[src/rtl/lbcd_pkg.sv]
// ============================================================================
// LED blink code decoder package
// Shared widths, register indexes, reset values and the burst check result.
// ============================================================================
package lbcd_pkg;

    // Field widths fixed by the interface.
    localparam int STATUS_W  = 4;
    localparam int COUNT_W   = 16;
    localparam int CFG_IDX_W = 2;

    // Largest value of a saturating 16-bit counter.
    localparam logic [COUNT_W-1:0] COUNT_MAX = '1;

    // Configuration register indexes.
    typedef enum logic [CFG_IDX_W-1:0] {
        REG_BURST_HIGH_MIN = 2'd0,
        REG_BURST_HIGH_MAX = 2'd1,
        REG_MAX_CODE       = 2'd2,
        REG_WATCHDOG_TICKS = 2'd3
    } cfg_reg_t;

    // Configuration reset values.
    localparam logic [COUNT_W-1:0]  BURST_HIGH_MIN_RST = 16'd75;
    localparam logic [COUNT_W-1:0]  BURST_HIGH_MAX_RST = 16'd85;
    localparam logic [STATUS_W-1:0] MAX_CODE_RST       = 4'd13;
    localparam logic [COUNT_W-1:0]  WATCHDOG_TICKS_RST = 16'd8000;

    // Outcome of checking one burst at a rising edge.
    typedef struct packed {
        logic                in_window;  // high time inside the window
        logic                code_ok;    // code is between 1 and max_code
        logic                changed;    // code becomes the new status
        logic [STATUS_W-1:0] code;       // rounded code, low bits
    } burst_result_t;

endpackage

[src/rtl/lbcd_burst_check.sv]
// ============================================================================
// LED blink code decoder burst check
// Checks the high time against the window, rounds the low time to a code,
// and compares the code with the history and the current status.
// ============================================================================
module lbcd_burst_check #(
    parameter int CODE_SHIFT    = 4,
    parameter int HISTORY_DEPTH = 3
) (
    input  logic [lbcd_pkg::COUNT_W-1:0]  high_total,
    input  logic [lbcd_pkg::COUNT_W-1:0]  low_sum,
    input  logic [lbcd_pkg::COUNT_W-1:0]  burst_high_min,
    input  logic [lbcd_pkg::COUNT_W-1:0]  burst_high_max,
    input  logic [lbcd_pkg::STATUS_W-1:0] max_code,
    input  logic [lbcd_pkg::STATUS_W-1:0] status_code,
    input  logic [lbcd_pkg::STATUS_W-1:0] code_history [HISTORY_DEPTH],
    output lbcd_pkg::burst_result_t       result
);

    localparam int SumW  = lbcd_pkg::COUNT_W + 1;
    localparam int CodeW = SumW - CODE_SHIFT;

    logic [SumW-1:0]  rounded;
    logic [CodeW-1:0] code_full;
    logic             all_same;

    // Round the low time to whole code units, keeping the full width.
    assign rounded   = {1'b0, low_sum} + (SumW'(1) << (CODE_SHIFT - 1));
    assign code_full = rounded[SumW-1:CODE_SHIFT];

    // The code must match every entry of the history.
    always_comb begin
        all_same = 1'b1;
        for (int i = 0; i < HISTORY_DEPTH; i++) begin
            if (CodeW'(code_history[i]) != code_full) begin
                all_same = 1'b0;
            end
        end
    end

    // Assemble the check outcome.
    always_comb begin
        result.in_window = (high_total >= burst_high_min) && (high_total <= burst_high_max);
        result.code_ok   = (code_full != '0) && (code_full <= CodeW'(max_code));
        result.code      = code_full[lbcd_pkg::STATUS_W-1:0];
        result.changed   = result.in_window && result.code_ok && all_same &&
                           (code_full[lbcd_pkg::STATUS_W-1:0] != status_code);
    end

endmodule

[src/rtl/led_blink_code_decoder_core.sv]
// ============================================================================
// LED blink code decoder core
// Measures LED high and low runs, decodes the blink code into a status and
// clears the status when no valid burst arrives within the watchdog time.
// ============================================================================
// Usage:
//   Each slave word carries one sampled LED level (tdata bit 0). Every
//   accepted word produces exactly one master word with the status after
//   that tick, a status-changed flag and a watchdog-fired flag.
//   The result of a word accepted at one edge is registered and
//   presented on the master side from the next cycle. Throughput is one
//   word per cycle while the receiver keeps up; all per-tick work is
//   one pass of compares and saturating adds between the state registers
//   and the output register. When the receiver stalls, the output register
//   holds its word and s_tready stays high only while that word is being
//   taken, so no word is dropped or repeated.
//   Reset (aresetn low, synchronous) clears the run counters, the code
//   history and the status, arms the watchdog and loads the register
//   defaults 75, 85, 13 and 8000. The configuration port writes one
//   register per cycle while cfg_wr_en is high; write only when idle.
// ============================================================================
module led_blink_code_decoder_core #(
    parameter int CODE_SHIFT    = 4,
    parameter int HISTORY_DEPTH = 3
) (
    input  logic                            aclk,
    input  logic                            aresetn,
    // Configuration write port.
    input  logic                            cfg_wr_en,
    input  logic [lbcd_pkg::CFG_IDX_W-1:0]  cfg_addr,
    input  logic [lbcd_pkg::COUNT_W-1:0]    cfg_wr_data,
    // Input stream.
    input  logic                            s_tvalid,
    output logic                            s_tready,
    input  logic [7:0]                      s_tdata,   // [0] led_level, [7:1] zero
    // Result stream.
    output logic                            m_tvalid,
    input  logic                            m_tready,
    output logic [7:0]                      m_tdata    // [3:0] status, [4] status_changed,
                                                       // [5] watchdog_fired, [7:6] zero
);

    localparam int StW = lbcd_pkg::STATUS_W;
    localparam int CnW = lbcd_pkg::COUNT_W;

    // Configuration registers.
    logic [CnW-1:0] burst_high_min_reg;
    logic [CnW-1:0] burst_high_max_reg;
    logic [StW-1:0] max_code_reg;
    logic [CnW-1:0] watchdog_ticks_reg;

    // Decoder state.
    logic           last_level_reg,     last_level_next;
    logic [CnW-1:0] run_ticks_reg,      run_ticks_next;
    logic [CnW-1:0] high_total_reg,     high_total_next;
    logic [CnW-1:0] low_total_reg,      low_total_next;
    logic [StW-1:0] code_history_reg    [HISTORY_DEPTH];
    logic [StW-1:0] code_history_next   [HISTORY_DEPTH];
    logic [StW-1:0] status_code_reg,    status_code_next;
    logic [CnW-1:0] watchdog_count_reg, watchdog_count_next;
    logic           watchdog_armed_reg, watchdog_armed_next;

    // Output register.
    logic           m_valid_reg;
    logic [StW-1:0] m_status_reg;
    logic           m_changed_reg;
    logic           m_fired_reg;

    logic           accept;
    logic           level;
    logic           rising;
    logic           falling;
    logic [CnW:0]   low_add;
    logic [CnW:0]   high_add;
    logic [CnW-1:0] low_sum;
    logic [CnW-1:0] high_sum;
    logic [CnW-1:0] wd_inc;
    logic           fed;
    logic           fired;
    logic           changed;

    lbcd_pkg::burst_result_t burst;

    assign s_tready = !m_valid_reg || m_tready;
    assign accept   = s_tvalid && s_tready;
    assign level    = s_tdata[0];

    // Configuration writes.
    always_ff @(posedge aclk) begin
        if (!aresetn) begin
            burst_high_min_reg <= lbcd_pkg::BURST_HIGH_MIN_RST;
            burst_high_max_reg <= lbcd_pkg::BURST_HIGH_MAX_RST;
            max_code_reg       <= lbcd_pkg::MAX_CODE_RST;
            watchdog_ticks_reg <= lbcd_pkg::WATCHDOG_TICKS_RST;
        end else if (cfg_wr_en) begin
            case (lbcd_pkg::cfg_reg_t'(cfg_addr))
                lbcd_pkg::REG_BURST_HIGH_MIN: burst_high_min_reg <= cfg_wr_data;
                lbcd_pkg::REG_BURST_HIGH_MAX: burst_high_max_reg <= cfg_wr_data;
                lbcd_pkg::REG_MAX_CODE:       max_code_reg       <= cfg_wr_data[StW-1:0];
                lbcd_pkg::REG_WATCHDOG_TICKS: watchdog_ticks_reg <= cfg_wr_data;
                default: ;
            endcase
        end
    end

    // Edge detection and saturating run totals.
    assign rising   = level && !last_level_reg;
    assign falling  = !level && last_level_reg;
    assign low_add  = {1'b0, low_total_reg} + {1'b0, run_ticks_reg};
    assign high_add = {1'b0, high_total_reg} + {1'b0, run_ticks_reg};
    assign low_sum  = low_add[CnW] ? lbcd_pkg::COUNT_MAX : low_add[CnW-1:0];
    assign high_sum = high_add[CnW] ? lbcd_pkg::COUNT_MAX : high_add[CnW-1:0];

    // Burst check on the tick of the rising edge.
    lbcd_burst_check #(
        .CODE_SHIFT    (CODE_SHIFT),
        .HISTORY_DEPTH (HISTORY_DEPTH)
    ) u_burst_check (
        .high_total     (high_total_reg),
        .low_sum        (low_sum),
        .burst_high_min (burst_high_min_reg),
        .burst_high_max (burst_high_max_reg),
        .max_code       (max_code_reg),
        .status_code    (status_code_reg),
        .code_history   (code_history_reg),
        .result         (burst)
    );

    assign fed     = rising && burst.in_window;
    assign changed = fed && burst.changed;
    assign wd_inc  = (watchdog_count_reg == lbcd_pkg::COUNT_MAX) ?
                     lbcd_pkg::COUNT_MAX : watchdog_count_reg + CnW'(1);
    assign fired   = !fed && watchdog_armed_reg && (wd_inc >= watchdog_ticks_reg);

    // Next state for one tick.
    always_comb begin
        last_level_next     = level;
        run_ticks_next      = (rising || falling) ? CnW'(1) :
                              (run_ticks_reg == lbcd_pkg::COUNT_MAX) ?
                              lbcd_pkg::COUNT_MAX : run_ticks_reg + CnW'(1);
        high_total_next     = high_total_reg;
        low_total_next      = low_total_reg;
        code_history_next   = code_history_reg;
        status_code_next    = status_code_reg;
        watchdog_count_next = watchdog_count_reg;
        watchdog_armed_next = watchdog_armed_reg;

        if (rising) begin
            high_total_next = '0;
            low_total_next  = '0;
        end else if (falling) begin
            high_total_next = high_sum;
        end

        // A valid code shifts into the history.
        if (fed && burst.code_ok) begin
            for (int i = 0; i < HISTORY_DEPTH - 1; i++) begin
                code_history_next[i] = code_history_reg[i + 1];
            end
            code_history_next[HISTORY_DEPTH - 1] = burst.code;
        end

        if (changed) begin
            status_code_next = burst.code;
        end

        // Watchdog: rearm on a valid burst, otherwise count while armed; on firing, disarm and clear the status.
        if (fed) begin
            watchdog_count_next = '0;
            watchdog_armed_next = 1'b1;
        end else if (watchdog_armed_reg) begin
            if (fired) begin
                watchdog_count_next = '0;
                watchdog_armed_next = 1'b0;
                status_code_next    = '0;
            end else begin
                watchdog_count_next = wd_inc;
            end
        end
    end

    // State registers, updated on each accepted word.
    always_ff @(posedge aclk) begin
        if (!aresetn) begin
            last_level_reg     <= 1'b0;
            run_ticks_reg      <= '0;
            high_total_reg     <= '0;
            low_total_reg      <= '0;
            status_code_reg    <= '0;
            watchdog_count_reg <= '0;
            watchdog_armed_reg <= 1'b1;
            for (int i = 0; i < HISTORY_DEPTH; i++) begin
                code_history_reg[i] <= '0;
            end
        end else if (accept) begin
            last_level_reg     <= last_level_next;
            run_ticks_reg      <= run_ticks_next;
            high_total_reg     <= high_total_next;
            low_total_reg      <= low_total_next;
            status_code_reg    <= status_code_next;
            watchdog_count_reg <= watchdog_count_next;
            watchdog_armed_reg <= watchdog_armed_next;
            code_history_reg   <= code_history_next;
        end
    end

    // Output register valid flag.
    always_ff @(posedge aclk) begin
        if (!aresetn) begin
            m_valid_reg <= 1'b0;
        end else if (accept) begin
            m_valid_reg <= 1'b1;
        end else if (m_tready) begin
            m_valid_reg <= 1'b0;
        end
    end

    // Output register payload.
    always_ff @(posedge aclk) begin
        if (accept) begin
            m_status_reg  <= status_code_next;
            m_changed_reg <= changed;
            m_fired_reg   <= fired;
        end
    end

    assign m_tvalid = m_valid_reg;
    assign m_tdata  = {2'b00, m_fired_reg, m_changed_reg, m_status_reg};

    // A tick never both accepts a code and fires the watchdog.
    a_flags_exclusive: assert property (@(posedge aclk) disable iff (!aresetn)
        m_valid_reg |-> !(m_changed_reg && m_fired_reg))
        else $error("status_changed and watchdog_fired set together");

    // A fired watchdog leaves the status cleared and the watchdog disarmed.
    a_fired_clears: assert property (@(posedge aclk) disable iff (!aresetn)
        accept && fired |=> (status_code_reg == '0) && !watchdog_armed_reg)
        else $error("watchdog fired without clearing status");

    // A status change reports a nonzero code equal to the stored status.
    a_changed_code: assert property (@(posedge aclk) disable iff (!aresetn)
        accept && changed |=> (m_status_reg != '0) && (m_status_reg == status_code_reg))
        else $error("status change reported a bad code");

    // A valid burst always rearms the watchdog from zero.
    a_fed_rearms: assert property (@(posedge aclk) disable iff (!aresetn)
        accept && fed |=> watchdog_armed_reg && (watchdog_count_reg == '0))
        else $error("valid burst did not rearm the watchdog");

    // Every accepted word leaves a result in the output register.
    a_result_follows: assert property (@(posedge aclk) disable iff (!aresetn)
        accept |=> m_valid_reg)
        else $error("accepted word produced no result");

endmodule
[config.mk]
export PLATFORM = sky130hd
export DESIGN_NAME = led_blink_code_decoder_core
export DESIGN_NICKNAME = d
export VERILOG_FILES = /design/src/rtl/lbcd_pkg.sv /design/src/rtl/lbcd_burst_check.sv /design/src/rtl/led_blink_code_decoder_core.sv
export SDC_FILE = /design/constraint.sdc
export NUM_CORES = 1
export LEC_CHECK = 0
export ABC_CLOCK_PERIOD_IN_PS = 7500
export BUFFER_PORTS_ARGS = -buffer_cell sky130_fd_sc_hd__buf_2
export CAP_MARGIN = 5
export CORE_MARGIN = 2
export CORE_UTILIZATION = 45
export DETAILED_ROUTE_END_ITERATION = 6
export MAX_ROUTING_LAYER = met4
export PLACE_DENSITY = 0.64
export SYNTH_ARGS = -nofsm -noshare
export SYNTH_HDL_FRONTEND = slang
export SYNTH_SLANG_ARGS = --single-unit
[constraint.sdc]
create_clock -name aclk -period 7.5 [get_ports aclk]
set_clock_uncertainty 0.1 [all_clocks]
set_input_delay 1.125 -clock aclk [delete_from_list [all_inputs] [get_ports aclk]]
set_output_delay 1.125 -clock aclk [all_outputs]
set_load 0.005 [all_outputs]
==> impl_metrics.sql, run 1 <==
INSERT INTO impl_metrics (metric_group, metric, value, unit) VALUES
('timing', 'share_of_the_cycle_needed_by_the_critical_path_after_routing', '0.599', ''),
('cts', 'tritoncts.num_buffers', '17', ''),
('run_status', 'status', 'finished clean', ''),
('power', 'pwr_density_cell', '191', 'nW/µm²'),
('logic_synthesis', 'synth.top_cells.by_count', 'nand2_1, dfxtp_1, a21oi_1', ''),
('setup_path', 'r2r_slack', '3010', 'ps'),
('power', 'power_leakage', '3.50', 'nW'),
('setup_path', 'worst-setup-path-type', 'reg2reg', ''),
('setup_path', 'worstPathRequired', '7740', 'ps'),
('floorplan', 'die_outline_width', '133', 'µm'),
('power', 'maximum_vdd_ir_drop', '0.142', 'mV'),
('setup_path', 'worst_reg2reg_path_depth', '15', ''),
('timing', 'fmax', '0.223', 'GHz'),
('timing', 'finalHoldViolations', '0', ''),
('logic_synthesis', 'yosysUniqueCellTypes', '68', ''),
('cts', 'cts_tree', 'built', ''),
('logic_synthesis', 'synth_area', '7490', 'µm²'),
('floorplan', 'die-area', '17700', 'µm²'),
('setup_path', 'timing.critical_path.to_type', 'flop', ''),
('global_routing', 'first_global_vias', '6008', ''),
('cts', 'htree_num_levels', '4', ''),
('power', 'pwr-share-seq', '0.434', ''),
('global_routing', 'grt_max_degree', '41', ''),
('worst_hold_path', 'hold_path_depth', '2', ''),
('detailed_routing', 'avgRoutedWirePerCell', '15.3', 'µm'),
('logic_synthesis', 'synth-warning-count', '0', ''),
('cts', 'post-cts-setup-buffer-count', '0', ''),
('placement', 'detailed_place_hpwl', '12.8', 'mm'),
('worst_hold_path', 'critical_hold_path_startpoint', 'burst_high_min_reg[2]$_SDFFE_PN0P_', ''),
('logic_synthesis', 'synth-edff-count', '6', ''),
('power', 'internal_power', '1.22', 'mW'),
('cells_and_area', 'final_core_utilization', '0.507', ''),
('placement', 'numPortBuffers', '31', ''),
('setup_path', 'crit-reg2reg-launch', 'watchdog_count_reg[0]$_SDFFE_PN0P_', ''),
('power', 'clockPowerShare', '0.503', ''),
('global_routing', 'grt_overflow', '0', ''),
('power', 'netSwitchingPower', '372', 'µW'),
('detailed_routing', 'remaining_drc_errors', '0', ''),
('timing', 'timing.final.setup_violations', '0', ''),
('cts', 'hold_buffers', '0', ''),
('setup_path', 'cp_data_arrival_time', '4730', 'ps'),
('logic_synthesis', 'syn-instance-count', '921', ''),
('detailed_routing', 'route.vias.total', '6413', ''),
('timing', 'fin_worst_hold_slack', '354', 'ps'),
('cells_and_area', 'drive_gt1_frac', '0.0899', ''),
('power', 'totalPowerFinal', '1.59', 'mW'),
('cts', 'sink_count', '125', ''),
('cts', 'clock_transition_at_the_register_clock_pins_on_the_worst_setup_and_hold_paths_after_cts', '60', 'ps'),
('power', 'p_comb_frac', '0.062', ''),
('timing', 'measured_slew_at_the_worst_slew_check_pin', '1190', 'ps'),
('floorplan', 'coreArea', '16400', 'µm²'),
('cells_and_area', 'postLayoutCellArea', '8320', 'µm²'),
('logic_synthesis', 'synth.ff_latch_count', '125', ''),
('logic_synthesis', 'yosysTopAreaCellShare', '0.318', ''),
('floorplan', 'die_h', '133', 'µm'),
('cells_and_area', 'antennaDiodeCount', '0', ''),
('timing', 'timing_max_transition_violations_final', '0', ''),
('timing', 'layout_min_cycle_time', '4490', 'ps'),
('flow_run', 'max_cap_violations', '0', ''),
('setup_path', 'cell_with_the_largest_stage_delay_on_the_worst_path', 'or4_1', ''),
('logic_synthesis', 'post_synth.cell_area_avg', '8.13', 'µm²'),
('timing', 'rsz_0062_raised_after_global_routing', 'false', ''),
('timing', 'final.setup.tns', '0', 'ps'),
('detailed_routing', 'wirelength', '17.8', 'mm'),
('cells_and_area', 'nets', '1037', ''),
('floorplan', 'io_pins', '41', ''),
('worst_hold_path', 'timing.hold.worst_endpoint', 'burst_high_min_reg[2]$_SDFFE_PN0P_', ''),
('detailed_routing', 'firstDrtPassIters', '4', ''),
('placement', 'postPlaceCellArea', '7760', 'µm²'),
('cts', 'cts_repair_resize_count', '0', ''),
('logic_synthesis', 'yosys_most_used_dff', 'dfxtp_1', '');
==> cells by family (layout without fill, tap and decap cells) <==
group / count (synthesis) / count (layout) / share of synthesized area
compound gates: 234 / 234 / 0.194
buf+inv: 108 / 132 / 0.0603
flops: 125 / 125 / 0.342
simple gates: 336 / 336 / 0.218
fa+ha+maj: 73 / 73 / 0.123
mux: 19 / 19 / 0.0254
xor+xnor: 25 / 25 / 0.0367
other cells: 1 / 2 / 0.000501
==> worst max path at each step <==
stage | startpoint | depth (start not counted) | end
global placement | m_tready | 8 | high_total_reg[4]$_SDFFE_PN0P_
finish | watchdog_count_reg[0]$_SDFFE_PN0P_ | 15 | status_code_reg[3]$_SDFFE_PN0P_
global route | watchdog_count_reg[0]$_SDFFE_PN0P_ | 15 | watchdog_count_reg[11]$_SDFFE_PN0P_
detailed placement | m_tready | 8 | high_total_reg[4]$_SDFFE_PN0P_
CTS | watchdog_count_reg[0]$_SDFFE_PN0P_ | 15 | status_code_reg[3]$_SDFFE_PN0P_
floorplan | watchdog_count_reg[0]$_SDFFE_PN0P_ | 17 | watchdog_count_reg[5]$_SDFFE_PN0P_
==> critical path: cells and delay by family (launching register included) <==
kind                       cells  cell delay [ps]
DFF                            1              380
adders and majority gates      2              490
buffers and inverters          1               50
AOI/OAI and AO/OA              4              990
and+or+nand+nor                8             2380
==> power groups by stage <==
| stage | logic [mW] | clock network [mW] | registers, mW |
|---|---|---|---|
| after global routing | 0.112 | 0.837 | 0.693 |
| after CTS | 0.0998 | 0.810 | 0.692 |
| after detailed placement | 0.0991 | 0 | 0.706 |
| after floorplan | 0.0671 | 0 | 0.704 |
| after global placement | 0.0983 | 0 | 0.705 |
| final | 0.0992 | 0.802 | 0.692 |
==> cell usage in the layout, fill, tap and decap left out, types with 6 or more instances in the layout <==
master,count
or4_1,6
a211oi_1,11
a21oi_1,99
a22o_1,17
mux2i_1,19
nand4_1,14
a21o_1,9
xnor2_1,16
dfxtp_1,119
buf_2,31
nor2_1,50
clkbuf_1,6
and3_1,10
edfxtp_1,6
o211ai_1,22
o21ai_0,43
nand2_1,156
nor3_1,14
nand3_1,29
clkbuf_16,17
xor2_1,6
nor4_1,6
and4_1,8
or2_2,6
nand2b_1,9
inv_1,64
ha_1,72
==> layout make-up <==
class,instances,area (µm²),share of cell area
Multi-Input combinational cell,689,4490,0.540
Sequential cell,125,2560,0.308
Clock buffer,25,475,0.0571
Tap cell,220,275,0.0331
Inverter,65,244,0.0293
Timing Repair Buffer,35,185,0.0223
Clock inverter,7,87.6,0.0105
==> routing by layer <==
metal | track usage | part of all wire
met5 | - | 0
met1 | 0.267 | 0.47
met3 | 0.0364 | 0.034
met4 | 0.0735 | 0.019
met2 | 0.342 | 0.48
==> through the flow <==
step | instances | setup WS [ps]
2_1_floorplan | 922 | 3660
3_3_place_gp | 1134 | 2630
3_5_place_dp | 1134 | 2680
4_1_cts | 1166 | 3020
5_1_grt | 1166 | 2680
6_report | 1166 | 3010
Power figures use the tool's default switching activity.
==> run 2: changes to the inputs <==
--- a/config.mk
+++ b/config.mk
@@ -5,14 +5,14 @@
 export SDC_FILE = /design/constraint.sdc
 export NUM_CORES = 1
 export LEC_CHECK = 0
-export ABC_CLOCK_PERIOD_IN_PS = 7500
+export ABC_CLOCK_PERIOD_IN_PS = 3710
 export BUFFER_PORTS_ARGS = -buffer_cell sky130_fd_sc_hd__buf_2
 export CAP_MARGIN = 5
 export CORE_MARGIN = 2
 export CORE_UTILIZATION = 45
 export DETAILED_ROUTE_END_ITERATION = 6
 export MAX_ROUTING_LAYER = met4
-export PLACE_DENSITY = 0.64
+export PLACE_DENSITY = 0.66
 export SYNTH_ARGS = -nofsm -noshare
 export SYNTH_HDL_FRONTEND = slang
 export SYNTH_SLANG_ARGS = --single-unit
==> constraint.sdc (replaced) <==
create_clock -name aclk -period 3.71 [get_ports aclk]
set_clock_uncertainty 0.1 [all_clocks]
set_input_delay 0.5565 -clock aclk [delete_from_list [all_inputs] [get_ports aclk]]
set_output_delay 0.5565 -clock aclk [all_outputs]
set_load 0.005 [all_outputs]
==> impl_metrics.sql, run 2 (synthesized netlist as in run 1, its figures left out) <==
INSERT INTO impl_metrics (metric_group, metric, value, unit) VALUES
('run_status', 'status', 'complete, but fails checks', ''),
('run_status', 'failing_checks', 'design-rule violations', ''),
('detailed_routing', 'first_iter_violations', '454', ''),
('floorplan', 'coreArea', '16400', 'µm²'),
('timing', 'fmax', '0.282', 'GHz'),
('global_routing', 'grt_overflow', '0', ''),
('detailed_routing', 'via_per_inst', '5.57', ''),
('placement', 'pre_cts_slack', '68.2', 'ps'),
('detailed_routing', 'wirelength', '18.3', 'mm'),
('cts', 'sink_count', '125', ''),
('global_routing', 'grtUsageTotal', '0.219', ''),
('cells_and_area', 'regArea', '2560', 'µm²'),
('placement', 'numPortBuffers', '31', ''),
('placement', 'detailed_place_hpwl', '13.2', 'mm'),
('power', 'totalPowerFinal', '3.34', 'mW'),
('timing', 'timing.final.setup_violations', '0', ''),
('flow_run', 'max_cap_violations', '0', ''),
('floorplan', 'row_count', '47', ''),
('floorplan', 'die_outline_width', '133', 'µm'),
('timing', 'measured_slew_at_the_worst_slew_check_pin', '816', 'ps'),
('global_routing', 'first_global_vias', '6085', ''),
('detailed_routing', 'drt.antenna.violating_nets', '0', ''),
('floorplan', 'die-area', '17700', 'µm²'),
('timing', 'finalHoldViolations', '0', ''),
('global_routing', 'grt_max_degree', '39', ''),
('timing', 'share_of_the_cycle_needed_by_the_critical_path_after_routing', '0.954', ''),
('power', 'power_leakage', '3.68', 'nW'),
('setup_path', 'worst-setup-path-type', 'reg2reg', ''),
('cts', 'hold_buffers', '0', ''),
('floorplan', 'die_h', '133', 'µm'),
('placement', 'finalWeightedCongestion', '0.830', ''),
('timing', 'rsz_0062_raised_after_global_routing', 'true', ''),
('cts', 'clk-insertion-delay-late', '430', 'ps'),
('floorplan', 'io_pins', '41', ''),
('floorplan', 'floorplan.initialDensity', '0.457', ''),
('cells_and_area', 'area_delta_synth_final', '15.7', '%'),
('power', 'maximum_vdd_ir_drop', '0.276', 'mV'),
('cts', 'cts_tree', 'built', ''),
('setup_path', 'critical_path.startpoint_type', 'flop', ''),
('cells_and_area', 'drive_gt1_frac', '0.127', ''),
('detailed_routing', 'route.vias.total', '6620', ''),
('cells_and_area', 'antennaDiodeCount', '0', ''),
('timing', 'layout_min_cycle_time', '3540', 'ps'),
('worst_hold_path', 'min-delay-path-class', 'in2reg', ''),
('setup_path', 'timing.critical_path.to_type', 'flop', ''),
('cts', 'tritoncts.num_buffers', '17', ''),
('detailed_routing', 'avgRoutedWirePerCell', '15.4', 'µm'),
('cells_and_area', 'mostFrequentLayoutCell', 'nand2_1', ''),
('cts', 'clock_path_buffers', '2', ''),
('cts', 'clock_transition_at_the_register_clock_pins_on_the_worst_setup_and_hold_paths_after_cts', '60', 'ps'),
('cts', 'cts_root_buf', 'clkbuf_16', ''),
('cts', 'htree_num_levels', '4', ''),
('setup_path', 'cp_data_arrival_time', '3810', 'ps'),
('cells_and_area', 'layout_common_cells', 'nand2_1, dfxtp_1, a21oi_1', ''),
('global_routing', 'wire_length_of_the_first_global_routing_pass', '30.1', 'mm'),
('cells_and_area', 'multi_input_area', '4590', 'µm²'),
('power', 'pwr_density_cell', '386', 'nW/µm²'),
('setup_path', 'worstPathRequired', '3980', 'ps'),
('detailed_routing', 'remaining_drc_errors', '2', ''),
('cells_and_area', 'nets', '1061', ''),
('cells_and_area', 'nFillCells', '1563', ''),
('timing', 'setup_slack', '169', 'ps'),
('detailed_routing', 'firstDrtPassIters', '7', ''),
('global_routing', 'antenna_found_initial', '0', ''),
('setup_path', 'crit_fanout', '8', ''),
('timing', 'max_slew_margin', '0.456', ''),
('timing', 'timing_max_transition_violations_final', '0', '');
==> run 2: power by group <==
group / internal, mW / switching (mW)
logic: 0.0770 / 0.142
registers: 1.38 / 0.0154
clock network: 1.14 / 0.589
total: 2.60 / 0.747
==> run 2: path summary, 6_finish.rpt <==
kind	startpoint	to	slack [ps]	depth (start not counted)
max	watchdog_count_reg[8]$_SDFFE_PN0P_	watchdog_count_reg[1]$_SDFFE_PN0P_	170	15
min	s_tvalid	m_tvalid$_SDFFE_PN0P_	260	3
max reg2reg	watchdog_count_reg[8]$_SDFFE_PN0P_	watchdog_count_reg[1]$_SDFFE_PN0P_	170	15
min reg2reg	burst_high_min_reg[12]$_SDFFE_PN0P_	burst_high_min_reg[12]$_SDFFE_PN0P_	350	2
==> run 2: layout make-up <==
cell class              instances  area share
clock buffers                  24      0.0579
clock inverters                 6      0.0124
inverters                      65      0.0282
multi-input cells             689       0.529
flip-flops and latches        125       0.296
well taps                     220      0.0318
repair buffers                 59      0.0445
==> run 2: repair_timing <==
item                       in CTS  in global routing
setup buffers                   0                  1
setup endpoints to repair       0                 25
resized for setup               0                 25
==> run 2: metrics by stage <==
stage / utilization / hold WS, ps / TNS [ps] / instances / area (µm²)
after floorplan: - / 335 / 0 / 922 / 7500
after global placement: 0.484 / 343 / 0 / 1156 / 7950
after detailed placement: 0.484 / 347 / 0 / 1156 / 7950
after CTS: 0.521 / 261 / 0 / 1186 / 8560
after global routing: 0.528 / 277 / -134 / 1188 / 8670
final: 0.528 / 265 / 0 / 1188 / 8670
==> run 2: routing by layer <==
metal / up-vias / track usage / routed length (µm)
met2: 119 / 0.348 / 8660
li1: 3351 / - / -
met4: 0 / 0.0693 / 221
met3: 20 / 0.0414 / 604
met5: - / - / 0
met1: 3130 / 0.282 / 8820
==> run 2: critical path, cell delays in order, from the launching register on <==
cell	delay, ps
dfxtp_2	340
and3_4	220
nand3_4	120
nor3_4	200
nand2b_1	100
nand2_1	90
inv_1	40
ha_1	250
nand2b_1	150
a2111oi_2	350
a2111oi_1	100
or4_1	480
o221ai_4	250
nor4bb_4	350
buf_6	200
a22o_1	130
